## src/rtl/itcz_pkg.sv

```systemverilog
// itcz_pkg: shared types and constants for the interval timer counter zero unit
package itcz_pkg;

  typedef enum logic [1:0] {
    OP_TICK  = 2'd0,
    OP_WRITE = 2'd1,
    OP_READ  = 2'd2,
    OP_NOP   = 2'd3
  } opcode_t;

  localparam logic [1:0] PORT_DATA0 = 2'd0;
  localparam logic [1:0] PORT_CTRL  = 2'd3;

  localparam logic [7:0] CW_MODE3_LOHI = 8'h36;
  localparam logic [7:0] CW_LATCH0     = 8'h00;

  localparam int unsigned IN_TDATA_W  = 16;
  localparam int unsigned OUT_TDATA_W = 16;

  typedef struct packed {
    opcode_t    opcode;
    logic [1:0] port;
    logic [7:0] write_data;
  } item_t;

endpackage

```

## src/rtl/interval_timer_counter_zero_unit.sv

```systemverilog
// interval_timer_counter_zero_unit: counter zero of an interval timer in square wave mode
//
//  channel | dir | tdata (low bit up)                 | tuser
//  in_     | in  | port[1:0], write_data[9:2], 0 pad  | opcode[1:0]
//  out_    | out | read_data[7:0], out_level[8],      | -
//          |     | out_rose[9], 0 pad                 |
//
// one item per cycle sustained while out_tready is high; an item goes into
// the input register, then the counter state and result register update
// from it when the result register is empty or out_tready is high.
// rst_n (synchronous) clears all counter state; the output level resets high.
// a stalled result holds in the output register while the input register
// still takes one more item; in_tready drops only when both are full.
module interval_timer_counter_zero_unit (
  input  logic                                  clk,
  input  logic                                  rst_n,
  input  logic                                  in_tvalid,
  output logic                                  in_tready,
  input  logic [itcz_pkg::IN_TDATA_W-1:0]       in_tdata,   // port, write_data
  input  logic [1:0]                            in_tuser,   // opcode
  output logic                                  out_tvalid,
  input  logic                                  out_tready,
  output logic [itcz_pkg::OUT_TDATA_W-1:0]      out_tdata   // read_data, out_level, out_rose
);

  // input register
  itcz_pkg::item_t item_r;
  logic            item_vld_r;

  // result register
  logic [7:0] rd_r;
  logic       level_r;
  logic       rose_r;
  logic       out_vld_r;

  // counter state
  logic [15:0] ce_r, ce_nxt;
  logic [15:0] reload_r, reload_nxt;
  logic [7:0]  low_hold_r, low_hold_nxt;
  logic [15:0] olatch_r, olatch_nxt;
  logic        latch_held_r, latch_held_nxt;
  logic        rd_high_r, rd_high_nxt;
  logic        wr_high_r, wr_high_nxt;
  logic        pend_r, pend_nxt;
  logic        run_r, run_nxt;
  logic        ostate_r, ostate_nxt;
  logic [7:0]  rd_nxt;

  logic        advance;
  logic [16:0] eff;
  logic [16:0] dec;
  logic [16:0] eff_sub;
  logic [15:0] rd_src;

  assign advance   = item_vld_r && (!out_vld_r || out_tready);
  assign in_tready = !item_vld_r || advance;

  always_ff @(posedge clk) begin
    if (!rst_n) begin
      item_vld_r <= 1'b0;
    end else if (in_tready) begin
      item_vld_r <= in_tvalid;
    end
  end

  always_ff @(posedge clk) begin
    if (in_tready && in_tvalid) begin
      item_r.opcode     <= itcz_pkg::opcode_t'(in_tuser);
      item_r.port       <= in_tdata[1:0];
      item_r.write_data <= in_tdata[9:2];
    end
  end

  // 0 stands for 65536
  assign eff     = (ce_r == 16'd0) ? 17'h10000 : {1'b0, ce_r};
  assign eff_sub = eff - dec;
  assign rd_src  = latch_held_r ? olatch_r : ce_r;

  always_comb begin
    if (eff[0]) begin
      dec = ostate_r ? 17'd1 : 17'd3;
    end else begin
      dec = 17'd2;
    end
  end

  always_comb begin
    ce_nxt         = ce_r;
    reload_nxt     = reload_r;
    low_hold_nxt   = low_hold_r;
    olatch_nxt     = olatch_r;
    latch_held_nxt = latch_held_r;
    rd_high_nxt    = rd_high_r;
    wr_high_nxt    = wr_high_r;
    pend_nxt       = pend_r;
    run_nxt        = run_r;
    ostate_nxt     = ostate_r;
    rd_nxt         = 8'd0;
    unique case (item_r.opcode)
      itcz_pkg::OP_TICK: begin
        if (!run_r) begin
          // first tick after a full count only loads
          if (pend_r) begin
            ce_nxt   = reload_r;
            pend_nxt = 1'b0;
            run_nxt  = 1'b1;
          end
        end else if (eff <= dec) begin
          ostate_nxt = !ostate_r;
          ce_nxt     = reload_r;
          pend_nxt   = 1'b0;
        end else begin
          ce_nxt = eff_sub[15:0];
        end
      end
      itcz_pkg::OP_WRITE: begin
        if (item_r.port == itcz_pkg::PORT_CTRL) begin
          if (item_r.write_data == itcz_pkg::CW_MODE3_LOHI) begin
            ostate_nxt     = 1'b1;
            run_nxt        = 1'b0;
            pend_nxt       = 1'b0;
            wr_high_nxt    = 1'b0;
            rd_high_nxt    = 1'b0;
            latch_held_nxt = 1'b0;
          end else if (item_r.write_data == itcz_pkg::CW_LATCH0) begin
            if (!latch_held_r) begin
              olatch_nxt     = ce_r;
              latch_held_nxt = 1'b1;
            end
          end
        end else if (item_r.port == itcz_pkg::PORT_DATA0) begin
          if (!wr_high_r) begin
            low_hold_nxt = item_r.write_data;
            wr_high_nxt  = 1'b1;
          end else begin
            reload_nxt  = {item_r.write_data, low_hold_r};
            wr_high_nxt = 1'b0;
            pend_nxt    = 1'b1;
          end
        end
      end
      itcz_pkg::OP_READ: begin
        if (item_r.port == itcz_pkg::PORT_DATA0) begin
          if (rd_high_r) begin
            rd_nxt         = rd_src[15:8];
            rd_high_nxt    = 1'b0;
            latch_held_nxt = 1'b0;
          end else begin
            rd_nxt      = rd_src[7:0];
            rd_high_nxt = 1'b1;
          end
        end
      end
      default: begin
      end
    endcase
  end

  always_ff @(posedge clk) begin
    if (!rst_n) begin
      ce_r         <= 16'd0;
      reload_r     <= 16'd0;
      low_hold_r   <= 8'd0;
      olatch_r     <= 16'd0;
      latch_held_r <= 1'b0;
      rd_high_r    <= 1'b0;
      wr_high_r    <= 1'b0;
      pend_r       <= 1'b0;
      run_r        <= 1'b0;
      ostate_r     <= 1'b1;
    end else if (advance) begin
      ce_r         <= ce_nxt;
      reload_r     <= reload_nxt;
      low_hold_r   <= low_hold_nxt;
      olatch_r     <= olatch_nxt;
      latch_held_r <= latch_held_nxt;
      rd_high_r    <= rd_high_nxt;
      wr_high_r    <= wr_high_nxt;
      pend_r       <= pend_nxt;
      run_r        <= run_nxt;
      ostate_r     <= ostate_nxt;
    end
  end

  always_ff @(posedge clk) begin
    if (!rst_n) begin
      out_vld_r <= 1'b0;
    end else if (!out_vld_r || out_tready) begin
      out_vld_r <= item_vld_r;
    end
  end

  always_ff @(posedge clk) begin
    if (advance) begin
      rd_r    <= rd_nxt;
      level_r <= ostate_nxt;
      rose_r  <= !ostate_r && ostate_nxt;
    end
  end

  assign out_tvalid = out_vld_r;
  assign out_tdata  = {6'd0, rose_r, level_r, rd_r};

  // a rising edge always leaves the output high
  a_rose_high: assert property (@(posedge clk) disable iff (!rst_n)
    out_tvalid && out_tdata[9] |-> out_tdata[8])
    else $error("out_rose set with output low");

  // only port reads return data
  a_rd_zero: assert property (@(posedge clk) disable iff (!rst_n)
    advance && item_r.opcode != itcz_pkg::OP_READ |=> out_tdata[7:0] == 8'd0)
    else $error("read_data nonzero on a non-read item");

  // the input side never blocks while the result register is empty
  a_ready_empty: assert property (@(posedge clk) disable iff (!rst_n)
    !out_vld_r |-> in_tready)
    else $error("in_tready low with empty result register");

  // output level moves only when an item is processed
  a_level_hold: assert property (@(posedge clk) disable iff (!rst_n)
    !advance |=> $stable(ostate_r))
    else $error("output level changed without an item");

endmodule
```

## config.mk

```make
export PLATFORM = sky130hd
export DESIGN_NAME = interval_timer_counter_zero_unit
export DESIGN_NICKNAME = d
export VERILOG_FILES = /design/src/rtl/itcz_pkg.sv /design/src/rtl/interval_timer_counter_zero_unit.sv
export SDC_FILE = /design/constraint.sdc
export NUM_CORES = 1
export LEC_CHECK = 0
export BUFFER_PORTS_ARGS = -buffer_cell sky130_fd_sc_hd__buf_2
export CORE_MARGIN = 5
export CORE_UTILIZATION = 55
export DETAILED_ROUTE_END_ITERATION = 10
export PLACE_DENSITY_LB_ADDON = 0.1
export SLEW_MARGIN = 20
export SYNTH_ARGS = -nofsm -noshare
export SYNTH_HDL_FRONTEND = slang
export SYNTH_SLANG_ARGS = --single-unit
```

## constraint.sdc

```tcl
create_clock -name clk -period 5.8 [get_ports clk]
set_input_delay 0 -clock clk [delete_from_list [all_inputs] [get_ports clk]]
set_output_delay 0 -clock clk [all_outputs]
set_load 0.02 [all_outputs]
```

Word-level counts from Yosys, hierarchy flattened
Cells that the tools add are included.
{ "word_totals": {"latchBits": 0, "regBits": 86, "elab_cells": 99, "input_bits": 22, "mem_bits_rw": 0, "output_inout_bits": 18, "memories": 0, "rom_bits": 0} }
{ "classes": {"div": 0, "n_reduce_logical": 26, "mux": 36, "n_bitwise": 3, "eq_ne": 14, "n_shift": 0, "n_mul": 0, "add_sub_neg": 1, "magnitude_cmp": 1} }
{ "op_table": {"columns": ["operator", "count"], "rows": [
  ["$mux 16", 4],
  ["$mux 1", 23],
  ["$reduce_and 5->1", 4],
  ["$le 17x2->1", 1],
  ["$mux 17", 1],
  ["$logic_not 16->1", 1],
  ["$sub 16x16->16", 1],
  ["$ne 3x3->1 const B", 5],
  ["$reduce_and 6->1", 2],
  ["$pmux 1 s2", 5],
  ["$eq 8x6->1 const B", 1],
  ["$logic_not 8->1", 1],
  ["$mux 8", 1],
  ["$ne 2x2->1 const B", 4],
  ["$reduce_and 4->1", 2],
  ["$reduce_bool 2->1", 4],
  ["$eq 2x2->1 const B", 2],
  ["$logic_not 2->1", 2],
  ["$mux 2", 2],
  ["$logic_and 1x1->1", 3],
  ["$logic_not 1->1", 3],
  ["$not 1->1", 3],
  ["$reduce_and 3->1", 1],
  ["$eq 2x1->1 const B", 1],
  ["3 further kinds", 4]
]} }

Longest topological paths before layout
Gate-level depths: netlist of the first run.
{ "logic_depth": {"word_depth": 8, "ltp_mapped": 10, "ltp_nobuf": 8} }

Least setup slack after synthesis of the first run
No wires, ideal clock.
{ "synth_timing": {"path_kind": "reg2reg", "from": "reg ce_r[0]", "to": "reg pend_r", "path_buffers": 1, "setup_time_ns": 0.124, "stages_incl_launch_ff": 9, "slack_ns": 3.507, "t_arrival_ns": 2.170, "synth_period_minus_slack_ns": 2.293, "required_ns": 5.676, "cell_sequence": "dfxtp_1 nand2_1 ha_1 or4_1 clkbuf_1 nor4_4 a22oi_2 a221oi_1 o21ai_1"} }
{ "synth_between": {"elab_chain_len": 6} }
{ "synth_lines": {"columns": ["item", "line_no", "source"], "rows": [
  ["start, declared", "interval_timer_counter_zero_unit.sv:37", "logic [15:0] ce_r, ce_nxt;"],
  ["start signal, assigned", "interval_timer_counter_zero_unit.sv:172", "ce_r <= ce_nxt;"],
  ["$logic_not 16->1", "interval_timer_counter_zero_unit.sv:75", "assign eff = (ce_r == 16'd0) ? 17'h10000 : {1'b0, ce_r};"],
  ["$mux 17 *", "interval_timer_counter_zero_unit.sv:75", null],
  ["$mux 2", "interval_timer_counter_zero_unit.sv:80", "if (eff[0]) begin"],
  ["$le 17x2->1 *", "interval_timer_counter_zero_unit.sv:108", "end else if (eff <= dec) begin"],
  ["$ne 3x3->1 (no source line) *", null, null],
  ["$reduce_and 6->1 (no source line) *", null, null],
  ["end signal, assigned", "interval_timer_counter_zero_unit.sv:179", "pend_r <= pend_nxt;"],
  ["end, declared", "interval_timer_counter_zero_unit.sv:44", "logic pend_r, pend_nxt;"]
]} }
Mark *: on every way between the ends. The rest lies on a longest branch, timed or not.
A chain may end at the register's enable or synchronous reset.

Worst setup path after layout of the first run
{ "layout_timing": {"from": "reg ce_r[6]", "to": "reg ce_r[6]"} }
{ "layout_between": {"elab_chain_len": 6, "elab_cells_between_ends": 7, "classes_between": "add/sub: 1; order compare: 1; mux: 4; reduce/logical: 1"} }
{ "layout_lines": {"columns": ["item", "line_no", "source"], "rows": [
  ["$logic_not 16->1", "interval_timer_counter_zero_unit.sv:75", null],
  ["$mux 17 *", "interval_timer_counter_zero_unit.sv:75", null],
  ["$mux 2", "interval_timer_counter_zero_unit.sv:80", null],
  ["$sub 16x16->16 or $le 17x2->1 (tied branches)", "interval_timer_counter_zero_unit.sv:76, interval_timer_counter_zero_unit.sv:108", null],
  ["$mux 16 *", "interval_timer_counter_zero_unit.sv:108", null],
  ["$mux 16 *", "interval_timer_counter_zero_unit.sv:101", "if (!run_r) begin"]
]} }
Marked as above.

==> results of run 1 <==
-- registers in the layout (all words and copies together) (netlist names), 8 cells and up --
signal      count
rd_r            8
reload_r       16
ce_r           16
item_r         12
low_hold_r      8
olatch_r       16
-- area by class of cell --
class                   instances  area [um^2]  area share
clock buffers                   9        123.9     0.02704
clock inverters                 7        75.07     0.01639
inverters                      14        52.55     0.01147
multi-input cells             282         1983      0.4329
flip-flops and latches         86         1942      0.4239
well taps                      99        123.9     0.02704
repair buffers                 42        280.3     0.06119
-- metrics by stage --
step,hold slack (ns),power (uW),setup WS (ns),cells,instance area (um^2)
2_1_floorplan,0.09887,674.8,3.507,419,4167
3_3_place_gp,0.1767,686.5,2.963,510,4247
3_5_place_dp,0.1783,687.3,2.905,510,4247
4_1_cts,0.003315,1112,2.874,539,4576
5_1_grt,0.02389,1143,2.870,539,4581
6_report,0.02444,1102,3.054,539,4581
-- metal layers --
metal  share of wire  global-route usage  vias to the layer above
met2            0.46              0.2925                      104
met3           0.066             0.05683                       12
met1            0.46              0.2569                     1507
met5               0                   0                        -
met4           0.010             0.04752                        0
li1                -                   -                     1531
-- final timing paths --
check | slack (ns) | cells past startpoint | endpoint | from
max | 3.05 | 5 | ce_r[6]$_SDFFE_PN0P_ | ce_r[6]$_SDFFE_PN0P_
min | 0.02 | 4 | item_vld_r$_SDFFE_PN0N_ | out_tready
max reg2reg | 3.05 | 5 | ce_r[6]$_SDFFE_PN0P_ | ce_r[6]$_SDFFE_PN0P_
min reg2reg | 0.48 | 2 | ce_r[0]$_SDFFE_PN0P_ | reload_r[0]$_SDFFE_PN0P_
-- critical path, stage by stage (launching register included) --
cell                       delay [ns]
sky130_fd_sc_hd__dfxtp_1         0.40
sky130_fd_sc_hd__or4_1           0.74
sky130_fd_sc_hd__nand4b_4        0.25
sky130_fd_sc_hd__o21ai_1         0.79
sky130_fd_sc_hd__o21ai_0         0.21
sky130_fd_sc_hd__a221oi_1        0.27
-- cell usage in the layout, fill, tap and decap left out, drive strengths merged, types with 11 or more instances in the layout --
| cell type | n |
|---|---|
| inv | 18 |
| edfxtp | 22 |
| a21oi | 15 |
| dlygate4sd3 | 13 |
| dfxtp | 64 |
| nor2 | 58 |
| mux2i | 48 |
| nor3 | 11 |
| buf | 29 |
| nand2 | 27 |
-- cells by family after synthesis --
| group | Yosys count |
|---|---|
| buffers and inverters | 51 |
| muxes | 56 |
| AOI/OAI and AO/OA | 59 |
| DFF | 86 |
| other | 1 |
| and+or+nand+nor | 157 |
| adders and majority gates | 4 |
-- where the power goes --
group | switching [uW] | internal, uW
Sequential | 7.29 | 623
Combinational | 32.4 | 17.7
Clock | 250 | 171
Total | 289 | 812
-- what timing repair did --
| item | in CTS | in global routing |
|---|---|---|
| hold buffers | 13 | 0 |
| endpoints found under the hold margin | 13 | 0 |
| setup endpoints to repair | 0 | 0 |
==> results.md, run 1 <==
- The flow ran to the end, and the final reports show no timing, DRC or antenna violations.
- The detail route stage leaves a number of antenna-violating nets equal to 0.
- The first-pass GRT wire length is 14440 um.
- After the first detailed-routing iteration, the DRC count stood at 164.
- The share of the clock period used by the worst path after layout is 0.4734.
- The full die area is 9378 um^2.
- The overall fraction of global-route tracks in use is 0.1883.
- During I/O placement, the number of pins put on the boundary was 40.
- In this run, CTS created clock tree buffers numbering 9.
- Averaged over all synthesized cells, the footprint is 10.02 um^2.
- The predominant post-synthesis flop cell is sky130_fd_sc_hd__dfxtp_1.
- Setup repair after global routing left no endpoint under its margin.
- Relative to the synthesized area, the layout overhead comes to 10.44%.
- The setup TNS is 0 ns.
- The number of global-route vias before repair is 2843.
- Entering global routing, the biggest net connects 53 pins.
- Of the total synthesized cell area, the portion taken by AND, OR, NAND and NOR gates is 0.1994.
- The proportion of layout cells with a drive suffix above 1 is 0.1500.
- The critical path start-end classification is reg2reg.
- The final routed DRC violation total is 0.
- After synthesis, the most frequently instantiated cells are 64 x sky130_fd_sc_hd__dfxtp_1, 56 x sky130_fd_sc_hd__nor2_1, 48 x sky130_fd_sc_hd__mux2i_1, 27 x sky130_fd_sc_hd__nand2_1, 22 x sky130_fd_sc_hd__edfxtp_1.
- Counting flops with a built-in enable in the synthesized netlist gives 22.
- The synthesized netlist contains 57 unique library cells.
- The area share of fa/ha/maj cells after synthesis is 0.01207.
- The kind of end point of the critical path is a flop.
- The top cell type by total area after synthesis is sky130_fd_sc_hd__dfxtp_1.
- For this run, the top clock speed supported by timing is 364.2 MHz.
- The initial antenna violation count is 0.
- In the routed layout, each cell is associated on average with a via count of 5.852.
- The max capacitance violation total is 0.
- For this design, the sink count on the clock tree is 86.
- The share of Yosys cell area claimed by the top area cell type is 0.3089.
- The final core area utilization is 0.6282.
- The share of flip-flops with an asynchronous set or reset is 0.
- By area, the combinational part of the netlist is dominated by simple AND/OR/NAND/NOR gates.
- The cell leakage power is 0.001789 uW.
- The number of optimization iterations in the first detailed-route pass is 5.
- The weighted congestion at the end of routability-driven global placement is 0.8605.
- The core region is 7292 um^2.
- The flip-flop and latch count after synthesis is 86.
- In the final routed layout, each cell accounts on average for 16.35 um.
- The path class of the tightest hold or removal check is in2reg.
- The number of levels in the clock H-tree is 3.
- No sink is reached through more buffers than the 2 on the longest clock path.
- Synthesis produced a netlist whose cell count is 414.
- The final-stage net count is 461.
- STA classifies the critical path startpoint as a flop.
- The area fraction in compound gates after synthesis was 0.09925.
- By area the synthesized netlist is led by sky130_fd_sc_hd__dfxtp_1 31%, sky130_fd_sc_hd__edfxtp_1 16%, sky130_fd_sc_hd__mux2i_1 12%.
- The critical-path maximum fanout is 13.
- Once the clock tree was built, the resizer swapped 0 gates to a different size.
- The antenna diode count is 0.
- The ratio of total power to cell area is 240.5 nW/um^2.
- The post-CTS setup buffer count is 0.
- The post-detailed-routing wire length is 8813 um.
- Measured along the y axis, the die boundary spans 96.84 um.
- Yosys instantiated no cell more often than sky130_fd_sc_hd__dfxtp_1.
- The floorplan step set the die width to 96.84 um.
- At the worst endpoint, the required time is 6.07 ns.
- The count of pins over their slew limit was 0.
- The initial utilization of the core area, before any placement, comes to 0.5688.
- Global routing finished with a remaining overflow of 0.
- The synthesized netlist occupies a cell area of 4148 um^2.
- The count of buffers added on input and output ports is 27.
- The number of hold violations in the final report is 0.
- The clock root buffer is sky130_fd_sc_hd__clkbuf_8.
- The row count is 31.
- The setup clock skew after layout is 0.01431 ns.
- The count of fill cells added during filler insertion is 622.
- The worst pin sits at a relative slew slack of 0.2933.
- The number of warning messages in the yosys log is 0.
- Of the total synthesized cell area, the portion taken by XOR and XNOR cells is 0.
- The clock transition at the registers of the reported paths is 0.10 ns.
- The mux share of post-synthesis cell area is 0.1593.
- At the pin with the least slew margin, the transition time is 1.059 ns.
- For the finished layout, the period the worst path requires is 2.746 ns.
- The maximum vdd ir drop is 177.4 uV.
- The worst-skew pair later-pin latency is 0.37 ns.
- At the worst endpoint, the arrival time is 3.02 ns.
- The register area share after synthesis is 0.4682.
- Setup violations remaining at the end of the flow were counted as 0.
- After legalization and detailed placement, the total HPWL measured 6166 um.
- TritonCTS built the clock tree.
- For this block, the via count after detailed routing is 3154.
Power figures use the tool's default switching activity.
==> run 2, diff against run 1 <==
- clock period: 5.8 -> 2.6 ns (I/O delays scaled with it)
==> results.md, run 2 (synthesized netlist as in run 1, its figures left out) <==
- Outcome: complete, no violations (unchanged).
- The kind of end point of the critical path was a flop (unchanged).
- The pin count of the biggest net entering global routing is 32 (was 53).
- The CTS tree is done (unchanged).
- The floorplan core area is 7292 um^2 (unchanged).
- The clock transition at the registers of the reported paths is 0.09 ns (was 0.10 ns).
- The arrival time at the worst endpoint is 2.66 ns (was 3.02 ns).
- The count of fill cells added during filler insertion is 616 (was 622).
- The routed length on met3 is 481 um (was 579 um).
- The most frequent standard cell in the layout excluding fill and tap cells is sky130_fd_sc_hd__dfxtp_1 (unchanged).
- The count of pins over their slew limit came to 0 (unchanged).
- The layout overhead on the synthesized area is 14.45% (was 10.44%).
- The time the worst path needs with I/O delays and setup was 2.414 ns (was 2.746 ns).
- The total placed instance area came to 4404 um^2 (was 4247 um^2).
- The final number of setup-violating endpoints is 0 (unchanged).
- The worst hold-check path type is in2reg (unchanged).
- The post-route cell area is 4747 um^2 (was 4581 um^2).
- The capturing point of the worst reg2reg path was pend_r$_SDFFE_PN0P_ (was ce_r[6]$_SDFFE_PN0P_).
- The count of port buffers added during placement is 27 (unchanged).
- The proportion of layout cells with a drive suffix above 1 is 0.1952 (was 0.1500).
- The antenna diode count is 0 (unchanged).
- The number of global-route vias before repair is 3169 (was 2843).
- The number of hold violations in the final report was 0 (unchanged).
- The number of cells on the worst reg-to-reg path is 7 (was 5).
- The half-perimeter wire length after placement is 6742 um (was 6166 um).
- The fmax came to 414.2 MHz (was 364.2 MHz).
- The effective utilization at floorplan is 0.5688 (unchanged).
- The maximum vdd ir drop is 471.2 uV (was 177.4 uV).
- The horizontal die dimension was 96.84 um (unchanged).
- The CTS buffer count is 9 (unchanged).
- The max capacitance violation total is 0 (unchanged).
- The top layer reached by signal wires is met4 (unchanged).
- The number of levels in the clock H-tree is 3 (unchanged).
- The row count is 31 (unchanged).
- The post-detailed-routing wire length is 9225 um (was 8813 um).
- The worst endpoint required time is 2.85 ns (was 6.07 ns).
- The post-CTS setup buffer count is 0 (unchanged).
- The headroom to the max-slew limit was 0.5141 (was 0.2933).
- The remaining antenna violation count is 0 (unchanged).
- The worst-skew pair later-pin latency is 0.35 ns (was 0.37 ns).
- The first-pass GRT wire length is 15490 um (was 14440 um).
- The number of optimization iterations in the first detailed-route pass is 4 (was 5).
- The worst flop-to-flop path startpoint was ostate_r$_SDFFE_PN1P_ (was ce_r[6]$_SDFFE_PN0P_).
- The multi-input gate area in the final layout was 1987 um^2 (was 1983 um^2).
- The cell leakage power is 0.001898 uW (was 0.001789 uW).
- The die extent in y is 96.84 um (unchanged).
- The final-stage net count came to 482 (was 461).
- The register-to-register path setup slack came to 0.19 ns (was 3.05 ns).
- The overall fraction of global-route tracks in use came to 0.1997 (was 0.1883).
- The per-cell routed wire length came to 16.47 um (was 16.35 um).
- The ratio of total power to cell area was 522.5 nW/um^2 (was 240.5 nW/um^2).
- The measured slew at the worst slew-check pin is 0.7289 ns (was 1.059 ns).
- The total met2 wirelength after detailed routing is 4317 um (was 4083 um).
- The count of routing violations after the opening detailed-route iteration is 176 (was 164).
- The area occupied by registers is 1944 um^2 (was 1942 um^2).
- The total number of clock tree sinks is 86 (unchanged).
- The via-per-instance ratio is 5.732 (was 5.852).
- The initial antenna violation count came to 0 (unchanged).
- Top flop regs: ce_r x16, olatch_r x16, reload_r x16 (unchanged).
- Setup repair after global routing missed its margin: no (unchanged).
- The critical path start-end classification is reg2reg (unchanged).
- The clock root buffer is sky130_fd_sc_hd__clkbuf_8 (unchanged).
- The total I/O pin count is 40 (unchanged).
- The vias after detailed routing is 3210 (was 3154).
- The share of the clock period used by the worst path after layout is 0.9285 (was 0.4734).
- The setup TNS is 0 ns (unchanged).
- The critical-path maximum fanout is 5 (was 13).
- The number of cells on the worst hold path came to 3 (was 4).
- The total routed wire length on the met1 layer came to 4258 um (was 4057 um).
- The hold path startpoint is out_tready (unchanged).
- The startpoint type of the worst setup path is a flop (unchanged).
- The worst hold endpoint was out_tvalid$_SDFFE_PN0P_ (was item_vld_r$_SDFFE_PN0N_).
- Leading cell types in the layout, fill and taps excluded: 62 x sky130_fd_sc_hd__dfxtp_1, 56 x sky130_fd_sc_hd__nor2_1, 48 x sky130_fd_sc_hd__mux2i_1 (was 64 x sky130_fd_sc_hd__dfxtp_1, 56 x sky130_fd_sc_hd__nor2_1, 48 x sky130_fd_sc_hd__mux2i_1).
- The setup clock skew after layout came to 0.01052 ns (was 0.01431 ns).
- The weighted congestion at the end of routability-driven global placement is 0.8511 (was 0.8605).
- The total global routing overflow is 0 (unchanged).
- The final routed DRC violation total is 0 (unchanged).
- The full die area came to 9378 um^2 (unchanged).
- The clock tree buffer depth is 2 (unchanged).
## run 2: cell types whose count changed in the layout (fill, tap and decap cells not counted), sizes merged
cell,before,now
bufinv,0,1
buf,29,50
inv,18,16
clkinv,2,3
## run 2: per-layer routing
metal  track usage  up-vias
met4       0.08207        0
li1              -     1571
met1        0.2659     1537
met5             0        -
met2        0.3169       85
met3       0.04029       17
## run 2: power by group
part           leakage (uW)  switching [uW]  internal, uW  total, uW
combinational       0.00107            74.2          44.9        119
clock              0.000101             500           454        955
sequential         0.000727            15.9          1390       1410
total               0.00190             591          1890       2480
## run 2: what timing repair did
item,in CTS,in global routing
hold buffers,13,0
endpoints found under the setup margin,0,5
endpoints found under the hold margin,13,0
resized for setup,0,4
## run 2: area by class of cell
cell class	count	area share
clock buffer	9	0.02609
clock inverter	7	0.01634
inverter	14	0.01107
multi-input combinational	282	0.4186
sequential	86	0.4096
tap	99	0.02609
timing repair buffer	63	0.09225
## run 2: worst max-delay path by stage
| stage | start | end | slack [ns] | cells past startpoint |
|---|---|---|---|---|
| floorplan | ce_r[0]$_SDFFE_PN0P_ | pend_r$_SDFFE_PN0P_ | 0.31 | 8 |
| global placement | ce_r[0]$_SDFFE_PN0P_ | pend_r$_SDFFE_PN0P_ | 0.14 | 7 |
| detailed placement | ce_r[1]$_SDFFE_PN0P_ | pend_r$_SDFFE_PN0P_ | 0.08 | 7 |
| CTS | ce_r[1]$_SDFFE_PN0P_ | pend_r$_SDFFE_PN0P_ | 0.06 | 7 |
| global route | ostate_r$_SDFFE_PN1P_ | level_r$_DFFE_PP_ | 0.03 | 7 |
| finish | ostate_r$_SDFFE_PN1P_ | pend_r$_SDFFE_PN0P_ | 0.19 | 7 |
## run 2: stage by stage
step / hold slack [ns] / util / cells / setup slack [ns] / power, uW
floorplan: 0.09887 / - / 419 / 0.3066 / 1505
global placement: 0.1761 / 0.6040 / 531 / 0.1388 / 1540
detailed placement: 0.1781 / 0.6040 / 531 / 0.07972 / 1540
CTS: 0.004691 / 0.6495 / 560 / 0.06380 / 2506
global route: 0.01360 / 0.6510 / 560 / 0.03054 / 2571
finish: 0.01632 / 0.6510 / 560 / 0.1858 / 2480
## run 2: worst max-delay path, stage by stage (launching register included)
cell and delay [ns]:
sky130_fd_sc_hd__dfxtp_1 0.39, sky130_fd_sc_hd__nand2_1 0.09, sky130_fd_sc_hd__ha_1 0.36, sky130_fd_sc_hd__or4b_1 0.50, sky130_fd_sc_hd__nor4b_4 0.37, sky130_fd_sc_hd__a22oi_2 0.18
sky130_fd_sc_hd__a221oi_1 0.31, sky130_fd_sc_hd__o21ai_1 0.10
